**config.mk**
```make
export PLATFORM = sky130hd
export DESIGN_NAME = onewire_bus_master_top
export DESIGN_NICKNAME = d
export VERILOG_FILES = /design/src/sv/obm_pkg.sv /design/src/sv/obm_cfg_regs.sv /design/src/sv/onewire_bus_master_top.sv
export SDC_FILE = /design/constraint.sdc
export NUM_CORES = 1
export LEC_CHECK = 0
export BUFFER_PORTS_ARGS = -buffer_cell sky130_fd_sc_hd__buf_2
export CAP_MARGIN = 20
export CORE_UTILIZATION = 35
export CTS_BUF_LIST = sky130_fd_sc_hd__clkbuf_16
export CTS_CLUSTER_SIZE = 28
export DETAILED_ROUTE_END_ITERATION = 10
export PLACE_DENSITY = 0.56
export SLEW_MARGIN = 20
export SYNTH_ARGS = -nofsm -noshare
export SYNTH_HDL_FRONTEND = slang
export SYNTH_SLANG_ARGS = --single-unit
```
**constraint.sdc**
```tcl
create_clock -name i_clk -period 7.5 [get_ports i_clk]
set_input_delay 1.5 -clock i_clk [delete_from_list [all_inputs] [get_ports i_clk]]
set_output_delay 1.5 -clock i_clk [all_outputs]
set_load 0.01 [all_outputs]
```
**src/sv/obm_pkg.sv**
```systemverilog
// shared types and constants for the one-wire bus master
// no dependencies
`timescale 1ns / 1ps
`default_nettype none

package obm_pkg;

    localparam int REG_W         = 10;
    localparam int REG_COUNT     = 6;
    localparam int BITS_PER_BYTE = 8;
    localparam int BIT_IDX_W     = 3;
    localparam int APB_DATA_W    = 32;
    localparam int APB_ADDR_W    = 5;

    // register indexes
    localparam logic [2:0] REG_RESET_LOW     = 3'd0;
    localparam logic [2:0] REG_PRESENCE_WAIT = 3'd1;
    localparam logic [2:0] REG_PRESENCE_REC  = 3'd2;
    localparam logic [2:0] REG_SHORT         = 3'd3;
    localparam logic [2:0] REG_LONG          = 3'd4;
    localparam logic [2:0] REG_WR1_RELEASE   = 3'd5;

    // register reset values
    localparam logic [REG_W-1:0] RST_RESET_LOW     = 10'd480;
    localparam logic [REG_W-1:0] RST_PRESENCE_WAIT = 10'd70;
    localparam logic [REG_W-1:0] RST_PRESENCE_REC  = 10'd410;
    localparam logic [REG_W-1:0] RST_SHORT         = 10'd10;
    localparam logic [REG_W-1:0] RST_LONG          = 10'd60;
    localparam logic [REG_W-1:0] RST_WR1_RELEASE   = 10'd70;

    typedef struct packed {
        logic [REG_W-1:0] reset_low_time;
        logic [REG_W-1:0] presence_wait_time;
        logic [REG_W-1:0] presence_recover_time;
        logic [REG_W-1:0] short_time;
        logic [REG_W-1:0] long_time;
        logic [REG_W-1:0] write_one_release_time;
    } t_cfg;

    typedef struct packed {
        logic [7:0] rx_byte;
        logic       presence_found;
        logic       done_res;
        logic       busy_res;
        logic       line_release;
    } t_res;

endpackage

`default_nettype wire

```
**src/sv/obm_cfg_regs.sv**
```systemverilog
// apb register file holding the bus timing registers
// depends on obm_pkg
`timescale 1ns / 1ps
`default_nettype none

module obm_cfg_regs
    import obm_pkg::*;
(
    input  wire logic                  i_clk,
    input  wire logic                  i_rst_n,
    input  wire logic                  psel,
    input  wire logic                  penable,
    input  wire logic                  pwrite,
    input  wire logic [APB_ADDR_W-1:0] paddr,
    input  wire logic [APB_DATA_W-1:0] pwdata,
    output logic      [APB_DATA_W-1:0] prdata,
    output logic                       pready,
    output t_cfg                       o_cfg
);

    t_cfg       r_cfg;
    logic [2:0] idx;
    logic       wr_en;

    assign idx    = paddr[4:2];
    assign wr_en  = psel & penable & pwrite;
    assign pready = 1'b1;
    assign o_cfg  = r_cfg;

    always_ff @(posedge i_clk) begin
        if (!i_rst_n) begin
            r_cfg.reset_low_time         <= RST_RESET_LOW;
            r_cfg.presence_wait_time     <= RST_PRESENCE_WAIT;
            r_cfg.presence_recover_time  <= RST_PRESENCE_REC;
            r_cfg.short_time             <= RST_SHORT;
            r_cfg.long_time              <= RST_LONG;
            r_cfg.write_one_release_time <= RST_WR1_RELEASE;
        end else if (wr_en) begin
            case (idx)
                REG_RESET_LOW:     r_cfg.reset_low_time         <= pwdata[REG_W-1:0];
                REG_PRESENCE_WAIT: r_cfg.presence_wait_time     <= pwdata[REG_W-1:0];
                REG_PRESENCE_REC:  r_cfg.presence_recover_time  <= pwdata[REG_W-1:0];
                REG_SHORT:         r_cfg.short_time             <= pwdata[REG_W-1:0];
                REG_LONG:          r_cfg.long_time              <= pwdata[REG_W-1:0];
                REG_WR1_RELEASE:   r_cfg.write_one_release_time <= pwdata[REG_W-1:0];
                default: ;
            endcase
        end
    end

    always_comb begin
        case (idx)
            REG_RESET_LOW:     prdata = APB_DATA_W'(r_cfg.reset_low_time);
            REG_PRESENCE_WAIT: prdata = APB_DATA_W'(r_cfg.presence_wait_time);
            REG_PRESENCE_REC:  prdata = APB_DATA_W'(r_cfg.presence_recover_time);
            REG_SHORT:         prdata = APB_DATA_W'(r_cfg.short_time);
            REG_LONG:          prdata = APB_DATA_W'(r_cfg.long_time);
            REG_WR1_RELEASE:   prdata = APB_DATA_W'(r_cfg.write_one_release_time);
            default:           prdata = '0;
        endcase
    end

endmodule

`default_nettype wire

```
**src/sv/onewire_bus_master_top.sv**
```systemverilog
// one-wire bus master top level: tick stream in, drive and status stream out
// depends on obm_pkg and obm_cfg_regs
`timescale 1ns / 1ps
`default_nettype none

// Every request on the input stream is one microsecond of bus time and gives
// exactly one response on the output stream, carrying the open-drain drive
// and the operation status for that tick. The response is computed in the
// cycle the request is offered, registered at the accepting edge and offered
// from the next cycle on, so one request per clock is sustained. The only
// limit is the single output register: while it holds a response that the
// downstream side has not taken, input is stalled, and a new request is
// accepted in the same cycle the held response is taken. The user must write
// timing registers via the apb port only while no operation runs; the block never checks.
module onewire_bus_master_top
    import obm_pkg::*;
#(
    parameter int TIMER_WIDTH = 10
) (
    input  wire logic                  i_clk,
    input  wire logic                  i_rst_n,
    input  wire logic                  s_axis_tvalid,
    output logic                       s_axis_tready,
    input  wire logic [15:0]           s_axis_tdata,  // tx_byte, line_level
    input  wire logic [1:0]            s_axis_tuser,  // command
    output logic                       m_axis_tvalid,
    input  wire logic                  m_axis_tready,
    output logic      [15:0]           m_axis_tdata,  // line_release, busy_res,
                                                      // done_res, presence_found, rx_byte
    input  wire logic                  psel,
    input  wire logic                  penable,
    input  wire logic                  pwrite,
    input  wire logic [APB_ADDR_W-1:0] paddr,
    input  wire logic [APB_DATA_W-1:0] pwdata,
    output logic      [APB_DATA_W-1:0] prdata,
    output logic                       pready
);

    localparam int LW = ((TIMER_WIDTH > REG_W) ? TIMER_WIDTH : REG_W) + 1;
    localparam logic [LW-1:0] TICK_LIMIT = LW'(1) << TIMER_WIDTH;

    localparam logic [3:0] PH_IDLE     = 4'd0;
    localparam logic [3:0] PH_RST_LOW  = 4'd1;
    localparam logic [3:0] PH_RST_WAIT = 4'd2;
    localparam logic [3:0] PH_RST_REC  = 4'd3;
    localparam logic [3:0] PH_WR_LOW   = 4'd4;
    localparam logic [3:0] PH_WR_REL   = 4'd5;
    localparam logic [3:0] PH_RD_LOW   = 4'd6;
    localparam logic [3:0] PH_RD_WAIT  = 4'd7;
    localparam logic [3:0] PH_RD_REC   = 4'd8;

    localparam logic [1:0] OP_NONE  = 2'd0;
    localparam logic [1:0] OP_RESET = 2'd1;
    localparam logic [1:0] OP_WRITE = 2'd2;
    localparam logic [1:0] OP_READ  = 2'd3;

    localparam logic [BIT_IDX_W-1:0] LAST_BIT = BIT_IDX_W'(BITS_PER_BYTE - 1);

    t_cfg cfg;

    obm_cfg_regs u_cfg (
        .i_clk   (i_clk),
        .i_rst_n (i_rst_n),
        .psel    (psel),
        .penable (penable),
        .pwrite  (pwrite),
        .paddr   (paddr),
        .pwdata  (pwdata),
        .prdata  (prdata),
        .pready  (pready),
        .o_cfg   (cfg)
    );

    logic [3:0]             r_phase,   n_phase;
    logic [TIMER_WIDTH-1:0] r_elapsed, n_elapsed;
    logic [BIT_IDX_W-1:0]   r_bit,     n_bit;
    logic [7:0]             r_shift,   n_shift;
    logic [1:0]             r_op,      n_op;
    logic                   r_pres,    n_pres;
    logic                   r_out_valid;
    t_res                   r_out,     n_out;

    logic       accept;
    logic [1:0] cmd;
    logic [7:0] tx_byte;
    logic       line_level;

    assign cmd        = s_axis_tuser;
    assign tx_byte    = s_axis_tdata[7:0];
    assign line_level = s_axis_tdata[8];

    assign s_axis_tready = !r_out_valid || m_axis_tready;
    assign accept        = s_axis_tvalid && s_axis_tready;
    assign m_axis_tvalid = r_out_valid;
    assign m_axis_tdata  = {4'b0, r_out};

    function automatic logic [LW-1:0] clip_time(input logic [REG_W-1:0] v);
        logic [LW-1:0] w;
        w = LW'(v);
        if (v == '0) begin
            w = LW'(1);
        end else if (w > TICK_LIMIT) begin
            w = TICK_LIMIT;
        end
        return w;
    endfunction

    always_comb begin
        logic [3:0]       ph;
        logic [REG_W-1:0] sel;
        logic [LW-1:0]    len;
        logic             done;
        n_phase   = r_phase;
        n_elapsed = r_elapsed;
        n_bit     = r_bit;
        n_shift   = r_shift;
        n_op      = r_op;
        n_pres    = r_pres;
        n_out     = '0;
        n_out.line_release = 1'b1;
        ph   = r_phase;
        sel  = '0;
        len  = '0;
        done = 1'b0;
        if (!(r_phase == PH_IDLE && cmd == OP_NONE)) begin
            // start of an operation, its first tick is already a low tick
            if (r_phase == PH_IDLE) begin
                n_op      = cmd;
                n_elapsed = '0;
                n_bit     = '0;
                case (cmd)
                    OP_RESET: begin
                        n_pres  = 1'b0;
                        n_shift = '0;
                        ph      = PH_RST_LOW;
                    end
                    OP_WRITE: begin
                        n_shift = tx_byte;
                        ph      = PH_WR_LOW;
                    end
                    default: begin
                        n_shift = '0;
                        ph      = PH_RD_LOW;
                    end
                endcase
            end

            n_out.line_release = !(ph == PH_RST_LOW || ph == PH_WR_LOW || ph == PH_RD_LOW);

            // sample on the first recovery tick
            if (n_elapsed == '0) begin
                if (ph == PH_RST_REC) begin
                    n_pres = !line_level;
                end else if (ph == PH_RD_REC) begin
                    n_shift = {line_level, n_shift[7:1]};
                end
            end

            case (ph)
                PH_RST_LOW:  sel = cfg.reset_low_time;
                PH_RST_WAIT: sel = cfg.presence_wait_time;
                PH_RST_REC:  sel = cfg.presence_recover_time;
                PH_WR_LOW:   sel = n_shift[0] ? cfg.short_time : cfg.long_time;
                PH_WR_REL:   sel = n_shift[0] ? cfg.write_one_release_time : cfg.short_time;
                PH_RD_LOW:   sel = cfg.short_time;
                PH_RD_WAIT:  sel = cfg.short_time;
                PH_RD_REC:   sel = cfg.long_time;
                default:     sel = 10'd1;
            endcase
            len = clip_time(sel);

            if (LW'(n_elapsed) + LW'(1) >= len) begin
                n_elapsed = '0;
                case (ph)
                    PH_RST_LOW:  ph = PH_RST_WAIT;
                    PH_RST_WAIT: ph = PH_RST_REC;
                    PH_RST_REC:  done = 1'b1;
                    PH_WR_LOW:   ph = PH_WR_REL;
                    PH_WR_REL: begin
                        n_shift = {1'b0, n_shift[7:1]};
                        if (n_bit == LAST_BIT) begin
                            done = 1'b1;
                        end else begin
                            n_bit = n_bit + 1'b1;
                            ph    = PH_WR_LOW;
                        end
                    end
                    PH_RD_LOW:   ph = PH_RD_WAIT;
                    PH_RD_WAIT:  ph = PH_RD_REC;
                    PH_RD_REC: begin
                        if (n_bit == LAST_BIT) begin
                            done = 1'b1;
                        end else begin
                            n_bit = n_bit + 1'b1;
                            ph    = PH_RD_LOW;
                        end
                    end
                    default:     done = 1'b1;
                endcase
            end else begin
                n_elapsed = n_elapsed + 1'b1;
            end

            n_out.busy_res       = !done;
            n_out.done_res       = done;
            n_out.presence_found = done && (n_op == OP_RESET) && n_pres;
            n_out.rx_byte        = (done && n_op == OP_READ) ? n_shift : 8'h00;

            if (done) begin
                ph    = PH_IDLE;
                n_op  = OP_NONE;
                n_bit = '0;
            end
            n_phase = ph;
        end
    end

    always_ff @(posedge i_clk) begin
        if (!i_rst_n) begin
            r_phase     <= PH_IDLE;
            r_elapsed   <= '0;
            r_bit       <= '0;
            r_shift     <= '0;
            r_op        <= OP_NONE;
            r_pres      <= 1'b0;
            r_out_valid <= 1'b0;
        end else begin
            if (accept) begin
                r_phase     <= n_phase;
                r_elapsed   <= n_elapsed;
                r_bit       <= n_bit;
                r_shift     <= n_shift;
                r_op        <= n_op;
                r_pres      <= n_pres;
                r_out_valid <= 1'b1;
            end else if (m_axis_tready) begin
                r_out_valid <= 1'b0;
            end
        end
    end

    always_ff @(posedge i_clk) begin
        if (accept) begin
            r_out <= n_out;
        end
    end

    // an accepted request always leaves a response behind
    a_accept_gives_response: assert property (@(posedge i_clk) disable iff (!i_rst_n)
        accept |=> r_out_valid)
        else $error("accepted request produced no response");

    // done and busy never show together
    a_done_not_busy: assert property (@(posedge i_clk) disable iff (!i_rst_n)
        r_out_valid |-> !(r_out.done_res && r_out.busy_res))
        else $error("done and busy both set");

    // status fields only carry data on a done tick
    a_fields_with_done: assert property (@(posedge i_clk) disable iff (!i_rst_n)
        (r_out_valid && !r_out.done_res) |-> (!r_out.presence_found && r_out.rx_byte == 8'h00))
        else $error("status field set outside done tick");

    // idle engine keeps a cleared timer and no operation
    a_idle_clean: assert property (@(posedge i_clk) disable iff (!i_rst_n)
        (r_phase == PH_IDLE) |-> (r_elapsed == '0 && r_op == OP_NONE && r_bit == '0))
        else $error("idle with stale operation state");

endmodule

`default_nettype wire

```
# --- Word level (Yosys, flattened, before mapping) ---
# Index checks and enable logic that the tools add are counted.
# W data, S select, Z words.
classes:
  div: 0
  n_mux: 47
  n_eq_ne: 18
  reduce_logical: 29
  n_bitwise: 4
  mul: 0
  n_lt_le_gt_ge: 2
  shift: 0
  add_sub_neg: 3
ops:
  columns: ["op", "count"]
  rows:
  - ["$pmux W10 S7", 1]
  - ["$mux W8", 8]
  - ["$mux W10", 6]
  - ["$pmux W10 S6", 1]
  - ["$mux W11", 3]
  - ["$pmux W4 S7", 1]
  - ["$mux W4", 6]
  - ["$logic_not A10 Y1", 2]
  - ["$mux W3", 6]
  - ["$eq A4 B3 Y1 const B", 4]
  - ["$reduce_and A2 Y1", 7]
  - ["$add A10 B1 Y11 const B", 1]
  - ["$ge A11 B11 Y1", 1]
  - ["$gt A10 B11 Y1 const B", 1]
  - ["$add A10 B1 Y10 const B", 1]
  - ["$mux W1", 10]
  - ["$eq A3 B3 Y1 const B", 3]
  - ["$eq A4 B2 Y1 const B", 2]
  - ["$eq A3 B2 Y1 const B", 2]
  - ["$mux W2", 3]
  - ["$pmux W3 S2", 1]
  - ["$reduce_or A2 Y1", 3]
  - ["$logic_and A1 B1 Y1", 5]
  - ["$reduce_or A5 Y1", 1]
  - ["other kinds (15)", 24]
totals:
  mem_count: 0
  ram_bits: 0
  latchBits: 0
  mem_bits_ro: 0
  output_inout_bits: 51
  input_bits: 62
  register_bits: 101

# --- Depth between registers and ports, before layout ---
# Gate-level depths: netlist of the first run.
logic_depth:
  depth_word: 22
  depth_mapped: 29

# --- Hierarchy ---
# A second synthesis of the first run with hierarchy kept.
unflattened:
  hier_cells: 765
  hier_area_um2: 6543.8
modules_own_cells:
  columns: ["mod", "n_inst", "cells_each", "area_per_inst_um2"]
  rows:
  - ["onewire_bus_master_top", 1, 450, 3499.6]
  - ["obm_cfg_regs", 1, 315, 3044.2]

# --- Worst setup path before layout of the first run ---
# No wires, ideal clock.
synth_path:
  path_kind: "input port to flip-flop"
  from: "input port s_axis_tuser[0]"
  to: "register r_out, in the netlist m_axis_tdata[6], data pin"
  required_ns: 7.240
  path_buffers: 1
  slack_ns: 1.797
  setup_time_ns: 0.260
  cell_stages: 21
  arrival_time_ns: 5.443
  cell_sequence: "inv_1 -> ha_1 -> nor2_1 -> or4b_2 -> a21oi_1 -> a21o_1 -> o2bb2ai_1 -> a211oi_1 -> nand4_1 -> o31ai_1 -> ha_1 -> nand2b_1 -> a21o_1 -> a21o_1 -> a21o_1 -> a21o_1 -> a21oi_1 -> clkbuf_1 -> o21ai_0 -> a22oi_1 -> nor2_1"
synth_via:
  elab_chain_cells: 22
synth_lines:
  columns: ["item", "line", "rtl"]
  rows:
  - ["start, declared", "onewire_bus_master_top.sv:25", "input wire logic [1:0] s_axis_tuser,"]
  - ["$eq A2 B2 Y1 or $eq A2 B1 Y1 (tied branches)", "onewire_bus_master_top.sv:131", "case (cmd)"]
  - ["$pmux W3 S2", "onewire_bus_master_top.sv:131", null]
  - ["$mux W4", "onewire_bus_master_top.sv:127", "if (r_phase == PH_IDLE) begin"]
  - ["$mux W4", "onewire_bus_master_top.sv:125", "if (!(r_phase == PH_IDLE && cmd == OP_NONE)) begin"]
  - ["$eq A4 B4 Y1", "onewire_bus_master_top.sv:154, onewire_bus_master_top.sv:159, onewire_bus_master_top.sv:174", null]
  - ["$mux W8", "onewire_bus_master_top.sv:154", "end else if (ph == PH_RD_REC) begin"]
  - ["$mux W8", "onewire_bus_master_top.sv:152", "if (ph == PH_RST_REC) begin"]
  - ["$mux W8", "onewire_bus_master_top.sv:151", "if (n_elapsed == '0) begin"]
  - ["[6 not listed]", null, null]
  - ["$mux W11", "onewire_bus_master_top.sv:100", "if (v == '0) begin"]
  - ["$mux W11", "onewire_bus_master_top.sv:125", null]
  - ["$ge A11 B11 Y1", "onewire_bus_master_top.sv:172", "if (LW'(n_elapsed) + LW'(1) >= len) begin"]
  - ["$mux W1", "onewire_bus_master_top.sv:172", null]
  - ["$mux W1", "onewire_bus_master_top.sv:125", null]
  - ["$logic_and A1 B1 Y1", "onewire_bus_master_top.sv:207", "n_out.rx_byte = (done && n_op == OP_READ) ? n_shift : 8'h00;"]
  - ["$not A1 Y1 (no line)", null, null]
  - ["$reduce_or A2 Y1 (no line)", null, null]
  - ["end signal, assigned", "onewire_bus_master_top.sv:244", "r_out <= n_out;"]
  - ["end, declared", "onewire_bus_master_top.sv:81", "t_res r_out, n_out;"]
# Parallel ways exist; a longest one is shown, timed or not. The select of a mux whose other input is x is not followed.
# A chain may end at the register's enable or synchronous reset.

# --- Worst setup path after layout of the first run ---
layout_path:
  from: "register r_phase[3]"
  to: "register r_out, in the netlist m_axis_tdata[10], data pin"
layout_via:
  elab_chain_cells: 21
layout_lines:
  columns: ["item", "line", "rtl"]
  rows:
  - ["start, declared", "onewire_bus_master_top.sv:74", "logic [3:0] r_phase, n_phase;"]
  - ["start signal, assigned", "onewire_bus_master_top.sv:229", "r_phase <= n_phase;"]
  - ["$logic_not A4 Y1", "onewire_bus_master_top.sv:125, onewire_bus_master_top.sv:127", null]
  - ["$mux W4", "onewire_bus_master_top.sv:127", null]
  - ["$mux W4", "onewire_bus_master_top.sv:125", null]
  - ["$eq A4 B4 Y1", "onewire_bus_master_top.sv:154, onewire_bus_master_top.sv:159, onewire_bus_master_top.sv:174", null]
  - ["$mux W8", "onewire_bus_master_top.sv:154", null]
  - ["$mux W8", "onewire_bus_master_top.sv:152", null]
  - ["$mux W8", "onewire_bus_master_top.sv:151", null]
  - ["$mux W8", "onewire_bus_master_top.sv:125", null]
  - ["[5 not listed]", null, null]
  - ["$mux W11", "onewire_bus_master_top.sv:100", null]
  - ["$mux W11", "onewire_bus_master_top.sv:125", null]
  - ["$ge A11 B11 Y1", "onewire_bus_master_top.sv:172", null]
  - ["$mux W1", "onewire_bus_master_top.sv:172", null]
  - ["$mux W1", "onewire_bus_master_top.sv:125", null]
  - ["$logic_and A1 B1 Y1", "onewire_bus_master_top.sv:207", null]
  - ["$not A1 Y1 (no line)", null, null]
  - ["$reduce_or A2 Y1 (no line)", null, null]
# Parallel ways exist; a longest one is shown, timed or not. The select of a mux whose other input is x is not followed.

==> qor.csv, run 1 <==
stage,metric,value,unit
drt,num_vias,5652,
worst_setup_path,crit_path_end_kind,flop,
global_routing,grt_pass1_wl,28530,um
synthesis,yosysTopAreaCell,dfxtp_1,
sta,skew,0.01050,ns
die,placementRows,48,
synthesis,synth_edf_count,12,
sta,finalCriticalPeriod,6.534,ns
place,gp_congestion,0.8330,
synthesis,post_synth_instance_area,6181,um2
job,maxCapViolCount,0,
clocking,ctsResizeCount,0,
clocking,clk_latency,0.36,ns
synthesis,synth_ff_type,dfxtp_1,
clocking,cts_root_buffer,clkbuf_16,
clocking,clkTransAtPathRegs,0.07,ns
sta,worst-slew-pin-transition,1.114,ns
sta,setup_slack,0.9661,ns
synthesis,ys_ff_latch,101,
place,io_buffers,54,
drt,antenna_left,0,
final_layout,final_common_cell,nand2_1,
place,dp_hpwl,11840,um
drt,wl_per_cell,17.57,um
place,dp.cells,1021,
final_layout,nets,886,
drt,dr.pass1.iters,9,
final_layout,layout-drive-gt1-share,11.82,%
clocking,numCtsBuffers,9,
die,die_area,18200,um2
synthesis,async_reset_ff_share,0,%
final_layout,num_antenna_cells,0,
sta,setup_viol,0,
clocking,cts_setup_buffers,0,
synthesis,synthCells,781,
die,die_x,134.9,um
die,start_util,35.73,%
sta,setup_tns,0,ns
drt,vias_per_cell,5.450,
hold_path,hold_class,reg -> reg,
sta,period_share,87.12,%
die,core,17300,um2
worst_setup_path,critPathMaxFanout,20,
synthesis,synth_top_area_share,28.83,%
final_layout,final_cell_mix,"nand2_1 (158), dfxtp_1 (89), buf_2 (54), nor2_1 (53), nand3_1 (51)",
synthesis,synth_warnings,0,
power_and_ir_drop,leakagePower,0.002691,uW
die,boundaryPins,113,
synthesis,yosys-top-cells-area,"dfxtp_1 (29%), nand2_1 (9.6%), mux2i_1 (7.9%), edfxtp_1 (5.8%), a21boi_0 (5.3%)",
die,die_h,134.9,um
global_routing,track_usage,20.38,%
sta,max_freq,153.0,MHz
place,pre_cts_ws,0.7174,ns
worst_setup_path,worstSetupStartpointType,flop,
outcome,status,"finished, final reports clean",
power_and_ir_drop,peakVddDrop,0.0001205,V
worst_setup_path,worstPathArrival,6.72,ns
worst_setup_path,required,7.69,ns
synthesis,yosysUniqueCellTypes,59,
final_layout,area_delta_synth_final,9.818,%
clocking,ctsHoldBuffers,0,
global_routing,grt_max_degree,95,
global_routing,antenna_found_initial,0,
sta,slew_violations,0,
power_and_ir_drop,power_density,200.3,nW/um2
global_routing,globalRouteOverflowTotal,0,
synthesis,yosysSeqAreaShare,34.66,%
global_routing,first_global_vias,5065,
clocking,clock-sinks,101,
drt,routed_wl,18220,um
sta,hold_violations,0,
worst_setup_path,critPathKind,reg -> reg,
sta,slew_headroom,25.30,%
drt,drt_iter0_markers,510,
synthesis,syn_area_per_cell,7.914,um2
sta,rsz0062_at_grt,false,
drt,drc,0,
clocking,cts_tree,yes,
clocking,htree_levels,3,
clocking,ctsLongestPathBuffers,2,
final_layout,finalNonFillerCells,1037,
-- sequential cells by signal, summed over array words and instances, names as in the netlist --
| name | flops |
|---|---|
| r_elapsed | 10 |
| r_op | 2 |
| m_axis_tdata | 12 |
| r_phase | 4 |
| r_pres | 1 |
| m_axis_tvalid | 1 |
| r_bit | 3 |
| r_shift | 8 |
| u_cfg.o_cfg | 60 |
-- where the power goes --
group / switching [uW] / total, uW / leakage, uW / internal, uW
Clock: 224 / 452 / 0.000134 / 227
Sequential: 16.4 / 578 / 0.000840 / 562
Combinational: 216 / 330 / 0.00172 / 114
Total: 456 / 1360 / 0.00269 / 903
-- layout make-up --
cell class                 count  area, um2
inverter                      11      41.29
multi-input combinational    621       3712
clock inverter                 7      47.55
clock buffer                   9      225.2
timing repair buffer          63      337.8
fill                        1801      10510
sequential                   101       2142
tap                          225      281.5
-- cell usage after synthesis, types with 9 or more instances --
master and instances:
ha_1 17, a21boi_0 44, o22ai_1 9, nand3_1 51, nor3_1 12, edfxtp_1 12
nor2b_1 14, a31oi_1 9, nand2_1 158, buf_4 28, a21o_1 11, a21oi_1 35
nor2_1 54, mux2i_1 49, dfxtp_1 89, nand4_1 9, inv_1 11, clkbuf_1 38
o21ai_0 27
-- stage by stage --
stage | instance area [um2] | utilization (%) | power (uW) | hold WS [ns]
after floorplan | 6275 | - | 819.6 | 0.4438
after global placement | 6515 | 37.67 | 917.6 | 0.4583
after detailed placement | 6515 | 37.67 | 916.3 | 0.4607
after CTS | 6788 | 39.24 | 1370 | 0.4703
after global routing | 6788 | 39.24 | 1426 | 0.4987
final | 6788 | 39.24 | 1359 | 0.4696
-- critical path: stages (launching register included) --
cell and delay (ns):
dfxtp_1 0.64, nor4b_4 0.93, and4_1 0.47, a21o_1 0.85
mux2i_1 0.27, o2bb2ai_1 0.09, a211oi_1 0.43, nand4_1 0.15
o31ai_1 0.27, ha_1 0.27, nand2b_1 0.14, a21o_1 0.17
a21o_1 0.16, a21o_1 0.19, a21o_1 0.18, a21oi_1 0.25
buf_4 0.25, o21ai_1 0.17, and2_1 0.25, nor3_1 0.19
-- cell families after synthesis --
group | synth area share, %
buffers and inverters | 7.105
and+or+nand+nor | 25.28
muxes | 8.664
AOI/OAI and AO/OA | 19.74
xor gates and xnor gates | 0.9919
DFF | 34.66
other | 0.1215
adders and majority gates | 3.441
-- final timing paths --
kind	cells past startpoint	slack, ns	from	end
worst max-delay path	19	0.97	r_phase[3]	m_axis_tdata[10]
worst min-delay path	2	0.47	r_shift[6]	r_shift[6]
worst max register to register	19	0.97	r_phase[3]	m_axis_tdata[10]
worst min register to register	2	0.47	r_shift[6]	r_shift[6]
-- per-layer routing --
| metal | up-vias | global-route usage [%] | part of all wire (%) |
|---|---|---|---|
| li1 | 2768 | - | - |
| met1 | 2650 | 28.21 | 47 |
| met2 | 209 | 32.30 | 46 |
| met3 | 25 | 3.641 | 6.1 |
| met4 | 0 | 5.743 | 1.5 |
| met5 | - | 0 | 0 |
No activity file was read; power rests on OpenSTA's default activity.
==> inputs of run 2 (changes only) <==
- GPL_TIMING_DRIVEN: unset -> 0
- REMOVE_ABC_BUFFERS: unset -> 1
==> qor.csv, run 2 (same netlist as run 1, synthesis figures left out) <==
stage,metric,value,unit
final_layout,num_antenna_cells,0,
place,placedInstanceArea,6535,um2
drt,dr.pass1.iters,7,
die,die_h,134.9,um
sta,max_freq,149.0,MHz
clocking,clk_latency,0.36,ns
die,start_util,35.73,%
worst_setup_path,critPathMaxFanout,13,
drt,drt_iter0_markers,452,
drt,drc,0,
global_routing,first_global_vias,5103,
worst_setup_path,critPathMostFrequentCell,a21o_1,
worst_setup_path,crit_path_end_kind,flop,
final_layout,layout-drive-gt1-share,12.22,%
clocking,cts_tree,yes,
global_routing,grt_pass1_wl,28360,um
drt,antenna_left,0,
sta,hold_violations,0,
worst_setup_path,worstSetupStartpointType,input pin,
worst_setup_path,crit_chain,buf_2 -> inv_1 -> ha_1 -> nor2_1 -> or4b_2 -> a21oi_1 -> a21o_1 -> o21ai_0 -> and4b_1 -> o31ai_1 -> ha_1 -> nand2b_1 -> a21o_1 -> a21o_1 -> a21o_1 -> a21o_1 -> a21oi_2 -> buf_6 -> or2_1 -> a21o_1 -> nor3_1,
clocking,numCtsBuffers,9,
final_layout,area_delta_synth_final,10.69,%
sta,slew_violations,0,
sta,finalCriticalPeriod,6.709,ns
die,boundaryPins,113,
place,dp_hpwl,11700,um
place,gp_congestion,0.7753,
sta,worst-slew-pin-transition,1.044,ns
job,maxCapViolCount,0,
clocking,htree_levels,3,
sta,slew_headroom,30.14,%
worst_setup_path,cp.buffers_inverters,3,
clocking,clkTransAtPathRegs,0.07,ns
sta,setup_slack,0.7905,ns
clocking,cts_setup_buffers,0,
outcome,status,"finished, final reports clean",
clocking,ctsLongestPathBuffers,2,
drt,routed_wl,17700,um
final_layout,nets,885,
die,core,17300,um2
global_routing,track_usage,20.23,%
worst_setup_path,required,7.60,ns
sta,rsz0062_at_grt,false,
global_routing,grt_max_degree,67,
sta,setup_tns,0,ns
die,die_area,18200,um2
clocking,cts_root_buffer,clkbuf_16,
worst_setup_path,critPathTopFamily,compound AO/OA/AOI/OAI gates,
place,pre_cts_ws,0.1950,ns
worst_setup_path,critPathKind,in -> reg,
die,die_x,134.9,um
worst_setup_path,worstPathArrival,6.81,ns
die,placementRows,48,
global_routing,antenna_found_initial,0,
final_layout,final_cell_mix,"nand2_1 (157), dfxtp_1 (89), buf_2 (54), nor2_1 (53), nand3_1 (51)",
drt,num_vias,5587,
worst_setup_path,slowest_delay,0.76,ns
final_layout,stdcell_area,6842,um2
hold_path,hold_class,reg -> reg,
drt,wl_per_cell,17.10,um
sta,period_share,89.46,%
power_and_ir_drop,leakagePower,0.002712,uW
sta,skew,0.008625,ns
clocking,clock-sinks,101,
sta,setup_viol,0,
power_and_ir_drop,power_density,200.0,nW/um2
global_routing,globalRouteOverflowTotal,0,
power_and_ir_drop,peakVddDrop,0.0001223,V
final_layout,largest_register_ffs,60,
final_layout,final_common_cell,nand2_1,
drt,vias_per_cell,5.398,
sta,whs,0.4751,ns
place,io_buffers,54,
worst_setup_path,crit_slowest_cell,a21oi_1,
[run 2: where the power goes]
part	internal [uW]	switching, uW	total (uW)	leakage [uW]
Combinational	113	214	326	0.00173
Clock	244	219	464	0.000142
Sequential	562	16.4	578	0.000840
[run 2: cell type report]
cell class,count,area (um2)
Multi-Input combinational cell,621,3724
Clock inverter,5,33.78
Sequential cell,101,2142
Timing Repair Buffer,62,369.1
Clock buffer,10,250.2
Tap cell,225,281.5
Inverter,11,41.29
Fill cell,1820,10460
[run 2: metrics by stage]
| step | utilization, % | instances | power (uW) |
|---|---|---|---|
| floorplan | - | 733 | 786.5 |
| global placement | 37.17 | 1012 | 900.2 |
| detailed placement | 37.78 | 1018 | 909.5 |
| CTS | 39.42 | 1033 | 1372 |
| global route | 39.55 | 1035 | 1440 |
| finish | 39.55 | 1035 | 1369 |
[run 2: layer usage]
layer  global-route usage, %  wire [um]  share of wire, %
met4                   5.306        157              0.89
met1                   27.75       8287                47
met3                   4.279       1092               6.2
met5                       0          0                 0
met2                   32.04       8161                46
[run 2: worst min-delay path, stage by stage, from the launching register on]
cell	delay (ns)
dfxtp_1	0.31
nand3_1	0.06
o31ai_1	0.06
[run 2: worst paths after layout]
path | start | endpoint | slack (ns) | cells after the start
max | s_axis_tuser[0] | m_axis_tdata[10] | 0.79 | 21
max reg2reg | r_phase[2] | m_axis_tdata[10] | 0.84 | 23
min | r_shift[6] | r_shift[6] | 0.48 | 2
min reg2reg | r_shift[6] | r_shift[6] | 0.48 | 2
[run 2: what timing repair did]
action / 4_1_cts / 5_1_grt
resized for setup: 0 / 2
hold buffers: 0 / 0
endpoints found under the setup margin: 0 / 26
==> inputs of run 3 (changes only) <==
- MAX_ROUTING_LAYER: unset -> met4
==> qor.csv, run 3 (same netlist as run 1, synthesis figures left out) <==
stage,metric,value,unit
outcome,status,"finished, final reports clean",
hold_path,min_from,r_bit[2],
worst_setup_path,critPathMostFrequentCell,a21o_1,
final_layout,stdcell_area,6842,um2
worst_setup_path,r2r_setup_slack,0.85,ns
die,die_area,18200,um2
worst_setup_path,reg2reg_to,m_axis_tdata[10],
global_routing,track_usage,20.87,%
worst_setup_path,crit_path_end_kind,flop,
power_and_ir_drop,power_density,200.3,nW/um2
sta,skew,0.008543,ns
worst_setup_path,crit_slowest_cell,a21oi_1,
worst_setup_path,crit_chain,buf_2 -> inv_1 -> ha_1 -> nor2_1 -> or4b_2 -> a21oi_1 -> a21o_1 -> o21ai_0 -> and4b_1 -> o31ai_1 -> ha_1 -> nand2b_1 -> a21o_1 -> a21o_1 -> a21o_1 -> a21o_1 -> a21oi_2 -> buf_6 -> or2_1 -> a21o_1 -> nor3_1,
sta,slew_headroom,27.55,%
place,gp_congestion,0.7858,
worst_setup_path,worstPathArrival,6.80,ns
clocking,clock-sinks,101,
final_layout,final_cell_mix,"nand2_1 (157), dfxtp_1 (89), buf_2 (54), nor2_1 (53), nand3_1 (51)",
worst_setup_path,crit_cells,21,
clocking,cts_tree,yes,
die,core,17300,um2
clocking,htree_levels,3,
clocking,ctsLongestPathBuffers,2,
global_routing,first_global_vias,5081,
final_layout,area_delta_synth_final,10.69,%
place,dp.cells,1018,
worst_setup_path,critPathKind,in -> reg,
die,die_h,134.9,um
worst_setup_path,slowest_delay,0.76,ns
sta,max_freq,149.4,MHz
global_routing,grt_pass1_wl,28390,um
final_layout,finalNonFillerCells,1035,
power_and_ir_drop,leakagePower,0.002712,uW
drt,wl_per_cell,17.12,um
sta,period_share,89.26,%
sta,setup_tns,0,ns
die,die_x,134.9,um
drt,routed_wl,17720,um
sta,slew_violations,0,
hold_path,hold_path_end,r_bit[2],
final_layout,final_common_cell,nand2_1,
die,placementRows,48,
final_layout,fillCellCount,1820,
drt,drc,0,
sta,setup_viol,0,
clocking,numCtsBuffers,9,
drt,vias_per_cell,5.422,
worst_setup_path,r2r_start,r_phase[2],
global_routing,grt_max_degree,67,
worst_setup_path,cp.buffers_inverters,3,
die,start_util,35.73,%
final_layout,post-route-util,39.55,%
clocking,clk_latency,0.36,ns
worst_setup_path,worstSetupStartpointType,input pin,
die,boundaryPins,113,
global_routing,globalRouteOverflowTotal,0,
final_layout,largest_register_ffs,60,
clocking,cts_root_buffer,clkbuf_16,
sta,rsz0062_at_grt,false,
worst_setup_path,required,7.60,ns
final_layout,layout-drive-gt1-share,12.22,%
place,placedInstanceArea,6535,um2
drt,drt_iter0_markers,481,
sta,finalCriticalPeriod,6.695,ns
worst_setup_path,critPathMaxFanout,13,
global_routing,antenna_found_initial,0,
drt,dr.pass1.iters,5,
hold_path,hold_class,reg -> reg,
drt,antenna_left,0,
power_and_ir_drop,peakVddDrop,0.0001214,V
worst_setup_path,critPathTopFamily,compound AO/OA/AOI/OAI gates,
place,dp_hpwl,11700,um
hold_path,hold_depth,2,
worst_setup_path,r2r_cells,23,
final_layout,num_antenna_cells,0,
final_layout,nets,885,
place,io_buffers,54,
sta,worst-slew-pin-transition,1.083,ns
clocking,clkTransAtPathRegs,0.07,ns
drt,num_vias,5612,
job,maxCapViolCount,0,
sta,hold_violations,0,
## run 3: power by group
group,internal [uW],leakage [uW],total (uW),switching (uW)
logic,113,0.00173,328,215
clock network,244,0.000142,464,220
registers,562,0.000840,578,16.2
## run 3: how the worst max path moves through the flow
stage,slack [ns],from,endpoint
after floorplan,1.06,s_axis_tuser[0],m_axis_tdata[10]
after global placement,-0.90,s_axis_tuser[0],m_axis_tdata[4]
after detailed placement,0.20,s_axis_tuser[0],m_axis_tdata[4]
after CTS,0.20,r_phase[2],m_axis_tdata[4]
after global routing,0.16,r_phase[3],m_axis_tdata[10]
final,0.81,s_axis_tuser[0],m_axis_tdata[10]
## run 3: area by class of cell
type | count | area (um2) | area share [%]
repair buffers | 62 | 369.1 | 5.395
clock buffers | 10 | 250.2 | 3.658
clock inverters | 5 | 33.78 | 0.4938
inverters | 11 | 41.29 | 0.6035
multi-input cells | 621 | 3724 | 54.43
well taps | 225 | 281.5 | 4.115
flip-flops and latches | 101 | 2142 | 31.31
## run 3: through the flow
step / worst slack (ns) / total power [uW] / hold slack (ns)
2_1_floorplan: 1.059 / 786.5 / 0.4430
3_3_place_gp: -0.8955 / 900.2 / 0.4562
3_5_place_dp: 0.1950 / 909.5 / 0.4657
4_1_cts: 0.1952 / 1372 / 0.4750
5_1_grt: 0.1593 / 1440 / 0.5019
6_report: 0.8053 / 1370 / 0.4754
## run 3: metal layers
layer,track usage [%],up-vias,share of wire [%]
met5,-,-,0
met4,5.306,0,0.89
met3,4.204,11,5.5
met2,32.02,153,46
met1,27.94,2676,47
li1,-,2772,-
## run 3: worst min-delay path: stages, from the launching register on
cell and delay, ns:
dfxtp_1 0.32, nand2_1 0.05, o21ai_0 0.06
## run 3: repair_timing
item | CTS | global route
endpoints found under the hold margin | 0 | 0
setup endpoints to repair | 0 | 26
hold buffers | 0 | 0
gates resized for setup | 0 | 2
buffers inserted | 0 | 0
